===== src/rtl/core/waveform_minmax_decimator_unit_defines.svh =====
// Assertion macros shared by the waveform min/max decimator RTL.
`ifndef WAVEFORM_MINMAX_DECIMATOR_UNIT_DEFINES_SVH
`define WAVEFORM_MINMAX_DECIMATOR_UNIT_DEFINES_SVH

// Same-cycle implication, checked on every clock out of reset.
`define WMD_ASSERT_IMP(label, ante, cons, msg) \
    label: assert property (@(posedge clk) disable iff (!rst_n) (ante) |-> (cons)) \
        else $error(msg);

// Next-cycle implication, checked on every clock out of reset.
`define WMD_ASSERT_NXT(label, ante, cons, msg) \
    label: assert property (@(posedge clk) disable iff (!rst_n) (ante) |=> (cons)) \
        else $error(msg);

`endif


===== src/rtl/core/wmd_pkg.sv =====
// Shared types and constants of the waveform min/max decimator.
`timescale 1ns / 1ps
package wmd_pkg;

    // Configuration register indexes
    localparam logic [2:0] REG_GROUP_SIZE    = 3'd0;
    localparam logic [2:0] REG_SCALE_FACTOR  = 3'd1;
    localparam logic [2:0] REG_CENTER_ROW    = 3'd2;
    localparam logic [2:0] REG_SAMPLE_FORMAT = 3'd3;
    localparam logic [2:0] REG_COLUMN_LIMIT  = 3'd4;

    // Sample format codes
    localparam logic [1:0] FMT_U8_OFS  = 2'd0;
    localparam logic [1:0] FMT_S16     = 2'd1;
    localparam logic [1:0] FMT_S32     = 2'd2;
    localparam logic [1:0] FMT_S64     = 2'd3;

    // Offset removed from 8-bit unsigned samples
    localparam logic signed [64:0] U8_OFFSET = 65'sd127;

    // Reset values of the configuration registers
    localparam logic [15:0] GROUP_SIZE_RST    = 16'd1;
    localparam logic [31:0] SCALE_FACTOR_RST  = 32'd65536;
    localparam logic [14:0] CENTER_ROW_RST    = 15'd0;
    localparam logic [1:0]  SAMPLE_FORMAT_RST = FMT_S16;
    localparam logic [15:0] COLUMN_LIMIT_RST  = 16'd640;

    // Scaled product word handed from the multiplier stage to the fold stage
    typedef struct packed {
        logic        valid;
        logic [47:0] quot;   // product >> 16
        logic        neg;    // sample was negative
        logic        ovf;    // magnitude above 32 bits with nonzero gain
        logic        last;   // data end marker
    } wmd_prod_t;

    // Column close request from the fold stage to the output queue
    typedef struct packed {
        logic        fire;   // push this cycle
        logic        two;    // two points (max, min) instead of one
        logic [15:0] col;
    } wmd_push_t;

endpackage


===== src/rtl/core/wmd_front.sv =====
// Input register, sample decode and Q16.16 gain multiply.
`timescale 1ns / 1ps
module wmd_front
(
    input  logic                clk,
    input  logic                rst_n,
    input  logic                in_valid,
    output logic                in_stall,
    input  logic [63:0]         raw_sample,
    input  logic                data_end,
    input  logic [1:0]          sample_format,
    input  logic [31:0]         scale_factor,
    input  logic                fold_fire,
    output wmd_pkg::wmd_prod_t  prod
);

    logic               v1_reg;
    logic               v1_next;
    logic [63:0]        mag_reg;
    logic               neg_reg;
    logic               end_reg;
    wmd_pkg::wmd_prod_t p_reg;
    wmd_pkg::wmd_prod_t p_next;

    logic signed [64:0] dec;
    logic [64:0]        mag_full;
    logic               accept;
    logic               adv2;
    logic [63:0]        product;

    // Decode the raw word into a signed value and take its magnitude
    always_comb
    begin
        unique case (sample_format)
            wmd_pkg::FMT_U8_OFS: dec = $signed({57'd0, raw_sample[7:0]}) - wmd_pkg::U8_OFFSET;
            wmd_pkg::FMT_S16:    dec = $signed({{49{raw_sample[15]}}, raw_sample[15:0]});
            wmd_pkg::FMT_S32:    dec = $signed({{33{raw_sample[31]}}, raw_sample[31:0]});
            default:             dec = $signed({raw_sample[63], raw_sample});
        endcase
        mag_full = dec[64] ? 65'(-dec) : 65'(dec);
    end

    // Stage handshake: stage 2 moves when empty or consumed by the fold
    assign adv2     = !p_reg.valid || fold_fire;
    assign in_stall = v1_reg && !adv2;
    assign accept   = in_valid && !in_stall;

    always_comb
    begin
        if (accept)
            v1_next = 1'b1;
        else if (adv2)
            v1_next = 1'b0;
        else
            v1_next = v1_reg;
    end

    // Gain multiply, one 32x32 product
    assign product = {32'd0, mag_reg[31:0]} * {32'd0, scale_factor};

    always_comb
    begin
        p_next = p_reg;
        if (adv2)
        begin
            p_next.valid = v1_reg;
            p_next.quot  = product[63:16];
            p_next.neg   = neg_reg;
            p_next.ovf   = (mag_reg[63:32] != 32'd0) && (scale_factor != 32'd0);
            p_next.last  = end_reg;
        end
    end

    // Control registers
    always_ff @(posedge clk or negedge rst_n)
    begin
        if (!rst_n)
        begin
            v1_reg <= 1'b0;
            p_reg  <= '0;
        end
        else
        begin
            v1_reg <= v1_next;
            p_reg  <= p_next;
        end
    end

    // Stage 1 payload
    always_ff @(posedge clk)
    begin
        if (accept)
        begin
            mag_reg <= mag_full[63:0];
            neg_reg <= dec[64];
            end_reg <= data_end;
        end
    end

    assign prod = p_reg;

endmodule


===== src/rtl/core/wmd_fold.sv =====
// Saturation of the scaled value and per-column min/max fold.
`timescale 1ns / 1ps
module wmd_fold
#(
    parameter int ROW_WIDTH = 16
)
(
    input  logic                       clk,
    input  logic                       rst_n,
    input  wmd_pkg::wmd_prod_t         prod,
    input  logic                       room,
    input  logic [15:0]                group_size,
    input  logic [15:0]                column_limit,
    output logic                       fold_fire,
    output wmd_pkg::wmd_push_t         push,
    output logic signed [ROW_WIDTH:0]  first_val,
    output logic signed [ROW_WIDTH:0]  second_val
);

    localparam logic [47:0] POS_LIM = (48'd1 << ROW_WIDTH) - 48'd1;
    localparam logic [47:0] NEG_LIM = 48'd1 << ROW_WIDTH;

    logic signed [ROW_WIDTH:0] min_reg, min_next;
    logic signed [ROW_WIDTH:0] max_reg, max_next;
    logic [15:0]               gc_reg, gc_next;
    logic [15:0]               col_reg, col_next;

    logic [ROW_WIDTH:0]        q_sat;
    logic signed [ROW_WIDTH:0] s;
    logic signed [ROW_WIDTH:0] min_new;
    logic signed [ROW_WIDTH:0] max_new;
    logic [15:0]               gc_new;
    logic                      drop;
    logic                      close;
    logic                      two;

    assign fold_fire = prod.valid && room;

    // Clamp the magnitude to the state range and restore the sign
    always_comb
    begin
        if (prod.neg)
        begin
            if (prod.ovf || (prod.quot > NEG_LIM))
                q_sat = NEG_LIM[ROW_WIDTH:0];
            else
                q_sat = prod.quot[ROW_WIDTH:0];
        end
        else
        begin
            if (prod.ovf || (prod.quot > POS_LIM))
                q_sat = POS_LIM[ROW_WIDTH:0];
            else
                q_sat = prod.quot[ROW_WIDTH:0];
        end
        s = prod.neg ? -$signed(q_sat) : $signed(q_sat);
    end

    // Fold and column close decision
    always_comb
    begin
        drop    = col_reg >= column_limit;
        min_new = (s < min_reg) ? s : min_reg;
        max_new = (s > max_reg) ? s : max_reg;
        gc_new  = gc_reg + 16'd1;
        close   = !drop && ((gc_new >= group_size) || prod.last);
        two     = close && (min_new != '0) && (max_new != '0);

        push.fire  = fold_fire && close;
        push.two   = two;
        push.col   = col_reg;
        first_val  = two ? max_new : s;
        second_val = min_new;
    end

    // State update
    always_comb
    begin
        min_next = min_reg;
        max_next = max_reg;
        gc_next  = gc_reg;
        col_next = col_reg;
        if (fold_fire)
        begin
            if (!drop)
            begin
                min_next = min_new;
                max_next = max_new;
                gc_next  = gc_new;
                if (close)
                    col_next = col_reg + 16'd1;
            end
            if (close || prod.last)
            begin
                min_next = '0;
                max_next = '0;
                gc_next  = '0;
            end
            if (prod.last)
                col_next = '0;
        end
    end

    always_ff @(posedge clk or negedge rst_n)
    begin
        if (!rst_n)
        begin
            min_reg <= '0;
            max_reg <= '0;
            gc_reg  <= '0;
            col_reg <= '0;
        end
        else
        begin
            min_reg <= min_next;
            max_reg <= max_next;
            gc_reg  <= gc_next;
            col_reg <= col_next;
        end
    end

endmodule


===== src/rtl/core/wmd_outq.sv =====
// Four-entry point queue with row offset and saturation on the read side.
`timescale 1ns / 1ps
`include "waveform_minmax_decimator_unit_defines.svh"
module wmd_outq
#(
    parameter int ROW_WIDTH = 16
)
(
    input  logic                          clk,
    input  logic                          rst_n,
    input  wmd_pkg::wmd_push_t            push,
    input  logic signed [ROW_WIDTH:0]     first_val,
    input  logic signed [ROW_WIDTH:0]     second_val,
    input  logic [14:0]                   center_row,
    output logic                          room,
    output logic                          out_valid,
    input  logic                          out_stall,
    output logic signed [ROW_WIDTH-1:0]   point_row,
    output logic [15:0]                   column_index,
    output logic                          last_point
);

    localparam int DEPTH = 4;
    localparam int AW    = $clog2(DEPTH);
    localparam int SW    = (ROW_WIDTH + 2 > 17) ? ROW_WIDTH + 2 : 17;
    localparam logic signed [SW-1:0] ROW_HI = SW'((64'd1 << (ROW_WIDTH - 1)) - 64'd1);
    localparam logic signed [SW-1:0] ROW_LO = -ROW_HI - SW'(1);

    logic signed [ROW_WIDTH:0] val_mem [DEPTH];
    logic [15:0]               col_mem [DEPTH];
    logic                      last_mem [DEPTH];

    logic [AW-1:0] wr_reg, wr_next;
    logic [AW-1:0] rd_reg, rd_next;
    logic [AW:0]   cnt_reg, cnt_next;
    logic [AW-1:0] wr_plus1;
    logic [AW:0]   push_n;
    logic          pop;

    logic signed [SW-1:0] row_sum;

    // Flow control: a close pushes at most two points
    assign room      = cnt_reg <= (AW+1)'(DEPTH - 2);
    assign out_valid = cnt_reg != '0;
    assign pop       = out_valid && !out_stall;
    assign wr_plus1  = wr_reg + AW'(1);

    always_comb
    begin
        push_n = '0;
        if (push.fire)
            push_n = push.two ? (AW+1)'(2) : (AW+1)'(1);
        wr_next  = wr_reg + push_n[AW-1:0];
        rd_next  = pop ? rd_reg + AW'(1) : rd_reg;
        cnt_next = cnt_reg + push_n - (AW+1)'(pop);
    end

    always_ff @(posedge clk or negedge rst_n)
    begin
        if (!rst_n)
        begin
            wr_reg  <= '0;
            rd_reg  <= '0;
            cnt_reg <= '0;
        end
        else
        begin
            wr_reg  <= wr_next;
            rd_reg  <= rd_next;
            cnt_reg <= cnt_next;
        end
    end

    // Queue storage
    always_ff @(posedge clk)
    begin
        if (push.fire)
        begin
            val_mem[wr_reg]  <= first_val;
            col_mem[wr_reg]  <= push.col;
            last_mem[wr_reg] <= !push.two;
            if (push.two)
            begin
                val_mem[wr_plus1]  <= second_val;
                col_mem[wr_plus1]  <= push.col;
                last_mem[wr_plus1] <= 1'b1;
            end
        end
    end

    // Head word: center row plus value, saturated to the row width
    always_comb
    begin
        row_sum = $signed(SW'({1'b0, center_row})) + SW'(val_mem[rd_reg]);
        if (row_sum > ROW_HI)
            row_sum = ROW_HI;
        else if (row_sum < ROW_LO)
            row_sum = ROW_LO;
        point_row    = row_sum[ROW_WIDTH-1:0];
        column_index = col_mem[rd_reg];
        last_point   = last_mem[rd_reg];
    end

    `WMD_ASSERT_IMP(a_cnt_range, 1'b1, cnt_reg <= (AW+1)'(DEPTH), "point queue count out of range")
    `WMD_ASSERT_IMP(a_push_room, push.fire, room, "point pushed without room for two")
    `WMD_ASSERT_NXT(a_pop_only, pop && !push.fire, cnt_reg == $past(cnt_reg) - (AW+1)'(1), "pop did not drop count")
    `WMD_ASSERT_NXT(a_push_two, push.fire && push.two && !pop, cnt_reg == $past(cnt_reg) + (AW+1)'(2), "pair push lost a point")

endmodule


===== src/rtl/core/waveform_minmax_decimator_unit.sv =====
// Top level of the waveform min/max decimator: config registers and pipeline.
//
//  channel | direction | handshake            | payload
//  --------+-----------+----------------------+----------------------------------------
//  in      | sink      | in_valid / in_stall   | raw_sample, data_end
//  out     | source    | out_valid / out_stall | point_row, column_index, last_point
//  cfg     | sink      | cfg_write             | cfg_index, cfg_data
//
// One sample per cycle while in_stall is low; its points reach the queue head through the
// input register, the multiply register and the fold into the queue, in that order.
// Columns that close with a pair on every sample slow the input, as the queue pops one point at a time.
// The fold holds while the four-entry point queue has fewer than two free slots;
// in_stall rises once both registers ahead of the fold hold words and the fold does not fire.
// Reset is asynchronous, active low, and clears all control and column state.
`timescale 1ns / 1ps
module waveform_minmax_decimator_unit
#(
    parameter int ROW_WIDTH = 16
)
(
    input  logic                        clk,
    input  logic                        rst_n,
    input  logic                        cfg_write,
    input  logic [2:0]                  cfg_index,
    input  logic [31:0]                 cfg_data,
    input  logic                        in_valid,
    output logic                        in_stall,
    input  logic [63:0]                 raw_sample,
    input  logic                        data_end,
    output logic                        out_valid,
    input  logic                        out_stall,
    output logic signed [ROW_WIDTH-1:0] point_row,
    output logic [15:0]                 column_index,
    output logic                        last_point
);

    logic [15:0] group_size_reg;
    logic [31:0] scale_factor_reg;
    logic [14:0] center_row_reg;
    logic [1:0]  sample_format_reg;
    logic [15:0] column_limit_reg;

    wmd_pkg::wmd_prod_t        prod;
    wmd_pkg::wmd_push_t        push;
    logic                      fold_fire;
    logic                      room;
    logic signed [ROW_WIDTH:0] first_val;
    logic signed [ROW_WIDTH:0] second_val;

    // Configuration registers
    always_ff @(posedge clk or negedge rst_n)
    begin
        if (!rst_n)
        begin
            group_size_reg    <= wmd_pkg::GROUP_SIZE_RST;
            scale_factor_reg  <= wmd_pkg::SCALE_FACTOR_RST;
            center_row_reg    <= wmd_pkg::CENTER_ROW_RST;
            sample_format_reg <= wmd_pkg::SAMPLE_FORMAT_RST;
            column_limit_reg  <= wmd_pkg::COLUMN_LIMIT_RST;
        end
        else if (cfg_write)
        begin
            unique case (cfg_index)
                wmd_pkg::REG_GROUP_SIZE:    group_size_reg    <= cfg_data[15:0];
                wmd_pkg::REG_SCALE_FACTOR:  scale_factor_reg  <= cfg_data;
                wmd_pkg::REG_CENTER_ROW:    center_row_reg    <= cfg_data[14:0];
                wmd_pkg::REG_SAMPLE_FORMAT: sample_format_reg <= cfg_data[1:0];
                wmd_pkg::REG_COLUMN_LIMIT:  column_limit_reg  <= cfg_data[15:0];
                default:                    ;
            endcase
        end
    end

    // Decode and multiply
    wmd_front u_front
    (
        .clk           (clk),
        .rst_n         (rst_n),
        .in_valid      (in_valid),
        .in_stall      (in_stall),
        .raw_sample    (raw_sample),
        .data_end      (data_end),
        .sample_format (sample_format_reg),
        .scale_factor  (scale_factor_reg),
        .fold_fire     (fold_fire),
        .prod          (prod)
    );

    // Min/max fold
    wmd_fold #(.ROW_WIDTH(ROW_WIDTH)) u_fold
    (
        .clk          (clk),
        .rst_n        (rst_n),
        .prod         (prod),
        .room         (room),
        .group_size   (group_size_reg),
        .column_limit (column_limit_reg),
        .fold_fire    (fold_fire),
        .push         (push),
        .first_val    (first_val),
        .second_val   (second_val)
    );

    // Point queue and output
    wmd_outq #(.ROW_WIDTH(ROW_WIDTH)) u_outq
    (
        .clk          (clk),
        .rst_n        (rst_n),
        .push         (push),
        .first_val    (first_val),
        .second_val   (second_val),
        .center_row   (center_row_reg),
        .room         (room),
        .out_valid    (out_valid),
        .out_stall    (out_stall),
        .point_row    (point_row),
        .column_index (column_index),
        .last_point   (last_point)
    );

endmodule

===== config.mk =====
export PLATFORM = sky130hd
export DESIGN_NAME = waveform_minmax_decimator_unit
export DESIGN_NICKNAME = d
export VERILOG_FILES = /design/src/rtl/core/wmd_pkg.sv /design/src/rtl/core/wmd_front.sv /design/src/rtl/core/wmd_fold.sv /design/src/rtl/core/wmd_outq.sv /design/src/rtl/core/waveform_minmax_decimator_unit.sv
export VERILOG_INCLUDE_DIRS = /design/src /design/src/rtl/core
export SDC_FILE = /design/constraint.sdc
export NUM_CORES = 2
export LEC_CHECK = 0
export BUFFER_PORTS_ARGS = -buffer_cell sky130_fd_sc_hd__buf_4
export CAP_MARGIN = 10
export CORE_MARGIN = 2
export CORE_UTILIZATION = 42
export DETAILED_ROUTE_END_ITERATION = 8
export GPL_ROUTABILITY_DRIVEN = 0
export GPL_TIMING_DRIVEN = 0
export PLACE_DENSITY = 0.67
export SYNTH_ARGS = -nofsm -noshare
export SYNTH_HDL_FRONTEND = slang
export SYNTH_SLANG_ARGS = --single-unit
export TNS_END_PERCENT = 20

===== constraint.sdc =====
create_clock -name clk -period 19 [get_ports clk]
set_input_delay 2.85 -clock clk [delete_from_list [all_inputs] [get_ports clk]]
set_output_delay 2.85 -clock clk [all_outputs]
set_load 0.02 [all_outputs]

# Word-level counts from Yosys, hierarchy flattened
# Memories as Yosys holds them, arrays and structs flattened.
# Cells that the tools add are included.
dict set report word_totals {
  latchBits 0
  n_memories 3
  reg_bits 273
  out_inout_bits 35
  ramBits 136
  input_bits 105
  rom_bits 0
}
# memory words word_bits read_ports rd_clocked_by_memory_dff wr line_no
set mem_list {}
lappend mem_list {u_outq.val_mem 4 17 1 0 2 wmd_outq.sv:29} ;# logic signed [ROW_WIDTH:0] val_mem [DEPTH];
lappend mem_list {u_outq.col_mem 4 16 1 0 2 wmd_outq.sv:30} ;# logic [15:0] col_mem [DEPTH];
lappend mem_list {u_outq.last_mem 4 1 1 0 2 wmd_outq.sv:31} ;# logic last_mem [DEPTH];
dict set report classes {
  div_mod_pow 0
  n_reduce_logical 36
  n_eq_ne 8
  muxes 29
  n_mul 1
  n_bitwise 0
  add_sub_neg 11
  n_shift 0
  order_cmp 9
}
# cell count
set op_table {}
lappend op_table {{$pmux W65 S3} 1}
lappend op_table {{$mux W17} 11}
lappend op_table {{$mux W16} 7}
lappend op_table {{$mul A32 B32 Y64} 1}
lappend op_table {{$mux W64} 1}
lappend op_table {{$neg A64 Y64} 1}
lappend op_table {{$reduce_bool A32 Y1} 2}
lappend op_table {{$gt A48 B16 Y1 const B} 1}
lappend op_table {{$gt A48 B17 Y1 const B} 1}
lappend op_table {{$reduce_bool A17 Y1} 2}
lappend op_table {{$add A16 B1 Y16 const B} 2}
lappend op_table {{$ge A16 B16 Y1} 2}
lappend op_table {{$add A16 B17 Y18} 1}
lappend op_table {{$gt A18 B16 Y1 const B} 1}
lappend op_table {{$lt A18 B16 Y1 const B} 1}
lappend op_table {{$gt A17 B17 Y1} 1}
lappend op_table {{$lt A17 B17 Y1} 1}
lappend op_table {{$neg A17 Y17} 1}
lappend op_table {{$reduce_and A2 Y1} 6}
lappend op_table {{$logic_and A1 B1 Y1} 9}
lappend op_table {{$sub A8 B7 Y9 const B} 1}
lappend op_table {{$mux W1} 7}
lappend op_table {{$eq A3 B2 Y1 const B} 2}
lappend op_table {{$logic_not A1 Y1} 6}
lappend op_table {{18 further kinds} 25}

# Logic depth before layout (Yosys ltp)
dict set report logic_depth {
  ltp_word 15
  depth_mapped 32
  mapped_depth_nobuf 29
}

# Modules after synthesis
# Synthesis repeated with hierarchy kept, for this count alone.
dict set report unflattened {
  hier_cells 5730
  hier_area_um2 56222.7
}
# module seq_area_each_um2 area_per_inst_um2 cells_per_inst n_inst
set by_module_without_submodules {}
lappend by_module_without_submodules {wmd_front 3308.2 39506.6 4338 1}
lappend by_module_without_submodules {wmd_outq 4219.0 7329.5 482 1}
lappend by_module_without_submodules {wmd_fold 1651.6 6271.0 734 1}
lappend by_module_without_submodules {waveform_minmax_decimator_unit 2033.2 3115.5 176 1}

# Worst setup path after synthesis
# No wires, ideal clock.
dict set report synth_timing {
  path_type {register -> register}
  from {register u_front.p_reg (netlist bit u_front.prod[6])}
  to {memory u_outq.col_mem[3][0] (enable)}
  slack_ns 10.485
  stages_incl_launch_ff 27
  required_time_ns 18.529
  t_arrival_ns 8.044
  path_buffers 3
  cell_sequence {dfrtp_1 buf_6 or4_4 or4_4 o21a_1 nor2_1 a21oi_1 ha_1 clkbuf_1 inv_1 nor3_1 o21ai_0 o31ai_1 a32oi_1 nor2b_1 inv_1 ha_1 o21ai_0 a2111o_1 a41o_1 a31o_2 nor4b_1 a211o_1 buf_4 nor3_1 a21oi_1 nor3b_1}
}
# element line_no
set synth_rtl {}
lappend synth_rtl {{from (decl)} wmd_front.sv:22} ;# wmd_pkg::wmd_prod_t p_reg;
lappend synth_rtl {{from (signal assigned)} wmd_front.sv:85} ;# p_reg <= p_next;
lappend synth_rtl {{to (decl)} wmd_outq.sv:30}

# Worst setup path after layout
dict set report layout_timing {
  from {register u_front.mag_reg[18]}
  to {register u_front.p_reg (netlist bit u_front.prod[28])}
}
dict set report layout_between {
  elab_chain_len 1
}
# element line_no
set layout_rtl {}
lappend layout_rtl {{from (decl)} wmd_front.sv:19} ;# logic [63:0] mag_reg;
lappend layout_rtl {{from (signal assigned)} wmd_front.sv:94} ;# mag_reg <= mag_full[63:0];
lappend layout_rtl {{$mul A32 B32 Y64} wmd_front.sv:59} ;# assign product = {32'd0, mag_reg[31:0]} * {32'd0, scale_factor};
# No other way between the ends.
# A chain may end at the register's enable or synchronous reset.

==> flow_metrics.py <==
metrics = {
    "floorplan": {
        "start_util_pct": 42.31,
        "num_rows": 131,
        "fp.dieW_um": 362.4,
        "die_area_um2": 131400,
        "core_area_um2": 127500,
        "floorplan.die.height_um": 362.4,
        "num_io_pins": 140,
    },
    "cells_and_area": {
        "filler_cell_count": 12130,
        "final_core_utilization_pct": 46.12,
        "finalNonFillerCells": 7618,
        "design_area_um2": 58810,
        "final-seq-area_um2": 11210,
        "post_route_cells_drive_above_1_share_pct": 6.118,
        "flow.area_growth_from_synthesis_pct": 8.988,
        "largest_reg_flops": 68,
        "most_frequent_standard_cell_in_the_layout_excluding_fill_and_tap_cells": "sky130_fd_sc_hd__inv_1",
        "layout.cells.most_common_list": "1,081 x sky130_fd_sc_hd__inv_1, 1,000 x sky130_fd_sc_hd__nand2_1, 897 x sky130_fd_sc_hd__fa_1",
        "multiInputGateArea_um2": 37540,
        "layout.nets": 7266,
    },
    "min_path": {
        "hold_start": "u_front.end_reg$_DFFE_PP_",
        "hold_path_end": "u_front.prod[0]$_DFFE_PN0P_",
        "worstHoldPathType": "register to register",
        "timing.hold.worst_path_depth": 2,
    },
    "placement": {
        "dp_hpwl_mm": 148.8,
        "placed_cell_area_um2": 57320,
        "numPortBuffers": 136,
        "dpl.cell_count": 7531,
    },
    "drt": {
        "wl_final_mm": 184.3,
        "detailroute.via_count": 43630,
        "detailroute.wirelength.met2_mm": 78.16,
        "top_layer_used": "met5",
        "antenna_violating_nets_post_route": 0,
        "vias_per_cell": 5.727,
        "drt-initial-drc-count": 4821,
        "routedLengthMet1_mm": 67.49,
        "detail_route.wl_per_cell_um": 24.19,
        "met3WireLength_mm": 25.70,
        "first_pass_iters": 9,
        "route.detailed.drc": 0,
    },
    "worst_setup_path": {
        "critPathLaunchType": "register",
        "timing.reg2reg.worst_path_depth": 29,
        "setup.reg_to_reg.worst_slack_ns": 8.69,
        "crit_path_arrival_time_ns": 10.77,
        "timing.setup.critical_path_class": "register to register",
        "r2r-start": "u_front.mag_reg[18]$_DFFE_PP_",
        "worstPathRequired_ns": 19.47,
        "worstSetupEndpointType": "register",
        "crit_path_frequent_cell": "sky130_fd_sc_hd__fa_1",
        "crit_path_max_incr_delay_ns": 1.02,
        "combined_buffer_and_inverter_count_along_the_critical_path": 9,
        "crit-reg2reg-capture": "u_front.prod[28]$_DFFE_PN0P_",
        "slowest_stage_cell_crit_path": "sky130_fd_sc_hd__clkbuf_1",
        "cpLargestDelayFamily": "adder cells",
        "cp_max_fo": 10,
    },
    "synthesis": {
        "synth_adder_area_share_pct": 41.37,
        "synth-edff-count": 198,
        "synth_async_sr_flop_share_pct": 50.61,
        "synth_nets": 7071,
        "synth.yosys.warnings": 0,
        "synth_area_per_inst_um2": 9.433,
        "yosys_register_bits": 409,
        "synth_xor_area_share_pct": 2.224,
        "synth_compound_gate_area_share_pct": 7.492,
        "post_synth_mux_area_share_pct": 2.929,
        "yosys_most_used_dff": "sky130_fd_sc_hd__dfrtp_1",
        "yosysSeqAreaShare_pct": 20.78,
        "synthesis.instances": 5720,
        "yosys.cell_types.count": 95,
        "largest_family_of_logic_cells_by_synthesized_area": "adder cells",
        "netlist_area_um2": 53960,
        "synth_simple_gate_area_share_pct": 15.45,
    },
    "clocking": {
        "cts_setup_buffers": 0,
        "clockBufferDepth": 3,
        "cts_inserted_buffers": 44,
        "cts_hold_repair.buffers": 0,
        "tritoncts_clock_tree": "yes",
        "clk_root_buffer_cell": "sky130_fd_sc_hd__clkbuf_16",
        "cts.htree.levels": 2,
        "clkSlewWorstSetupHoldPaths_ns": 0.06,
        "ctsResizeCount": 0,
        "clk-insertion-delay-late_ns": 0.62,
        "cts.sinks": 409,
    },
    "timing": {
        "period_minus_slack_ns": 10.31,
        "grt_setup_unrepaired": "no",
        "setup-tns-final_ns": 0,
        "worst_slew_pin_slew_ns": 1.345,
        "maxSlewHeadroom_pct": 10.36,
        "setup_viol_count_final": 0,
        "slew_viol_final": 0,
        "finalHoldViolations": 0,
        "clock_skew_ns": 0.05215,
        "layout_worst_path_cycle_share_pct": 54.26,
        "fmax_mhz": 97.00,
    },
    "global_routing": {
        "first_global_vias": 44350,
        "antenna_found_initial": 7,
        "grt_usage_pct": 28.26,
        "grt_first_pass_wirelength_mm": 276.3,
        "pin_count_of_the_biggest_net_entering_global_routing": 89,
        "grt_overflow_total": 0,
    },
    "run_status": {
        "outcome": "completed",
    },
    "run": {
        "maxCapViolCount": 0,
    },
}
[cells by family (layout without fill, tap and decap cells)]
| family | count (synthesis) | in the layout |
|---|---|---|
| AOI/OAI and AO/OA | 620 | 620 |
| xor gates and xnor gates | 137 | 137 |
| adders and majority gates | 1246 | 1246 |
| buffers and inverters | 1390 | 1620 |
| DFF | 409 | 409 |
| muxes | 109 | 109 |
| other | 0 | 6 |
| and+or+nand+nor | 1809 | 1809 |
[layout make-up]
cell class,count,share of cell area [%]
Antenna cell,6,0.02553
Buffer,307,2.034
Clock buffer,62,2.128
Clock inverter,19,0.3702
Inverter,1083,6.913
Multi-Input combinational cell,3921,63.83
Sequential cell,409,19.07
Tap cell,1662,3.536
Timing Repair Buffer,149,2.098
[Yosys cell counts, types with 51 or more instances]
master,number,share of area [%]
sky130_fd_sc_hd__clkbuf_1,287,2.0
sky130_fd_sc_hd__xor2_1,73,1.2
sky130_fd_sc_hd__ha_1,349,8.1
sky130_fd_sc_hd__and2_1,270,3.1
sky130_fd_sc_hd__o21ai_0,175,1.6
sky130_fd_sc_hd__nand2_1,1000,7.0
sky130_fd_sc_hd__inv_1,1081,7.5
sky130_fd_sc_hd__nand3_1,60,0.56
sky130_fd_sc_hd__edfxtp_1,198,11
sky130_fd_sc_hd__mux2_2,51,1.1
sky130_fd_sc_hd__nor2_1,202,1.4
sky130_fd_sc_hd__a21oi_1,157,1.5
sky130_fd_sc_hd__dfrtp_1,202,9.4
sky130_fd_sc_hd__xnor2_1,64,1.0
sky130_fd_sc_hd__fa_1,897,33
[worst min-delay path, stage by stage (launching register included)]
cell and delay [ns]:
sky130_fd_sc_hd__edfxtp_1 0.32, sky130_fd_sc_hd__nand2_1 0.05, sky130_fd_sc_hd__nand2_1 0.05
[metrics by stage]
| stage | setup slack, ns | hold slack, ns |
|---|---|---|
| 2_1_floorplan | 10.49 | 0.4218 |
| 3_3_place_gp | 6.855 | 0.4578 |
| 3_5_place_dp | 9.083 | 0.4379 |
| 4_1_cts | 9.034 | 0.4535 |
| 5_1_grt | 8.547 | 0.4660 |
| 6_report | 8.691 | 0.4485 |
[metal layers]
layer,track usage (%),vias to the layer above
met5,0,-
met4,15.56,12
met3,10.53,672
met2,41.77,2878
met1,35.78,21700
li1,-,18370
[worst max-delay path by stage]
stage / start / slack (ns) / depth (start not counted) / endpoint
6_report: u_front.mag_reg[18]$_DFFE_PP_ / 8.69 / 29 / u_front.prod[28]$_DFFE_PN0P_
5_1_grt: u_outq.rd_reg[0]$_DFFE_PN0P_ / 8.55 / 17 / point_row[10]
4_1_cts: u_outq.rd_reg[0]$_DFFE_PN0P_ / 9.03 / 17 / point_row[10]
3_5_place_dp: scale_factor_reg[15]$_DFFE_PN0P_ / 9.08 / 28 / u_front.prod[28]$_DFFE_PN0P_
3_3_place_gp: u_front.prod[24]$_DFFE_PN0P_ / 6.86 / 24 / u_outq.col_mem[3][11]$_DFFE_PP_
2_1_floorplan: u_front.prod[6]$_DFFE_PN0P_ / 10.49 / 26 / u_outq.col_mem[3][0]$_DFFE_PP_
Power is not shown: default switching activity piles up to over one toggle a cycle in this logic, so the estimate is an artifact.
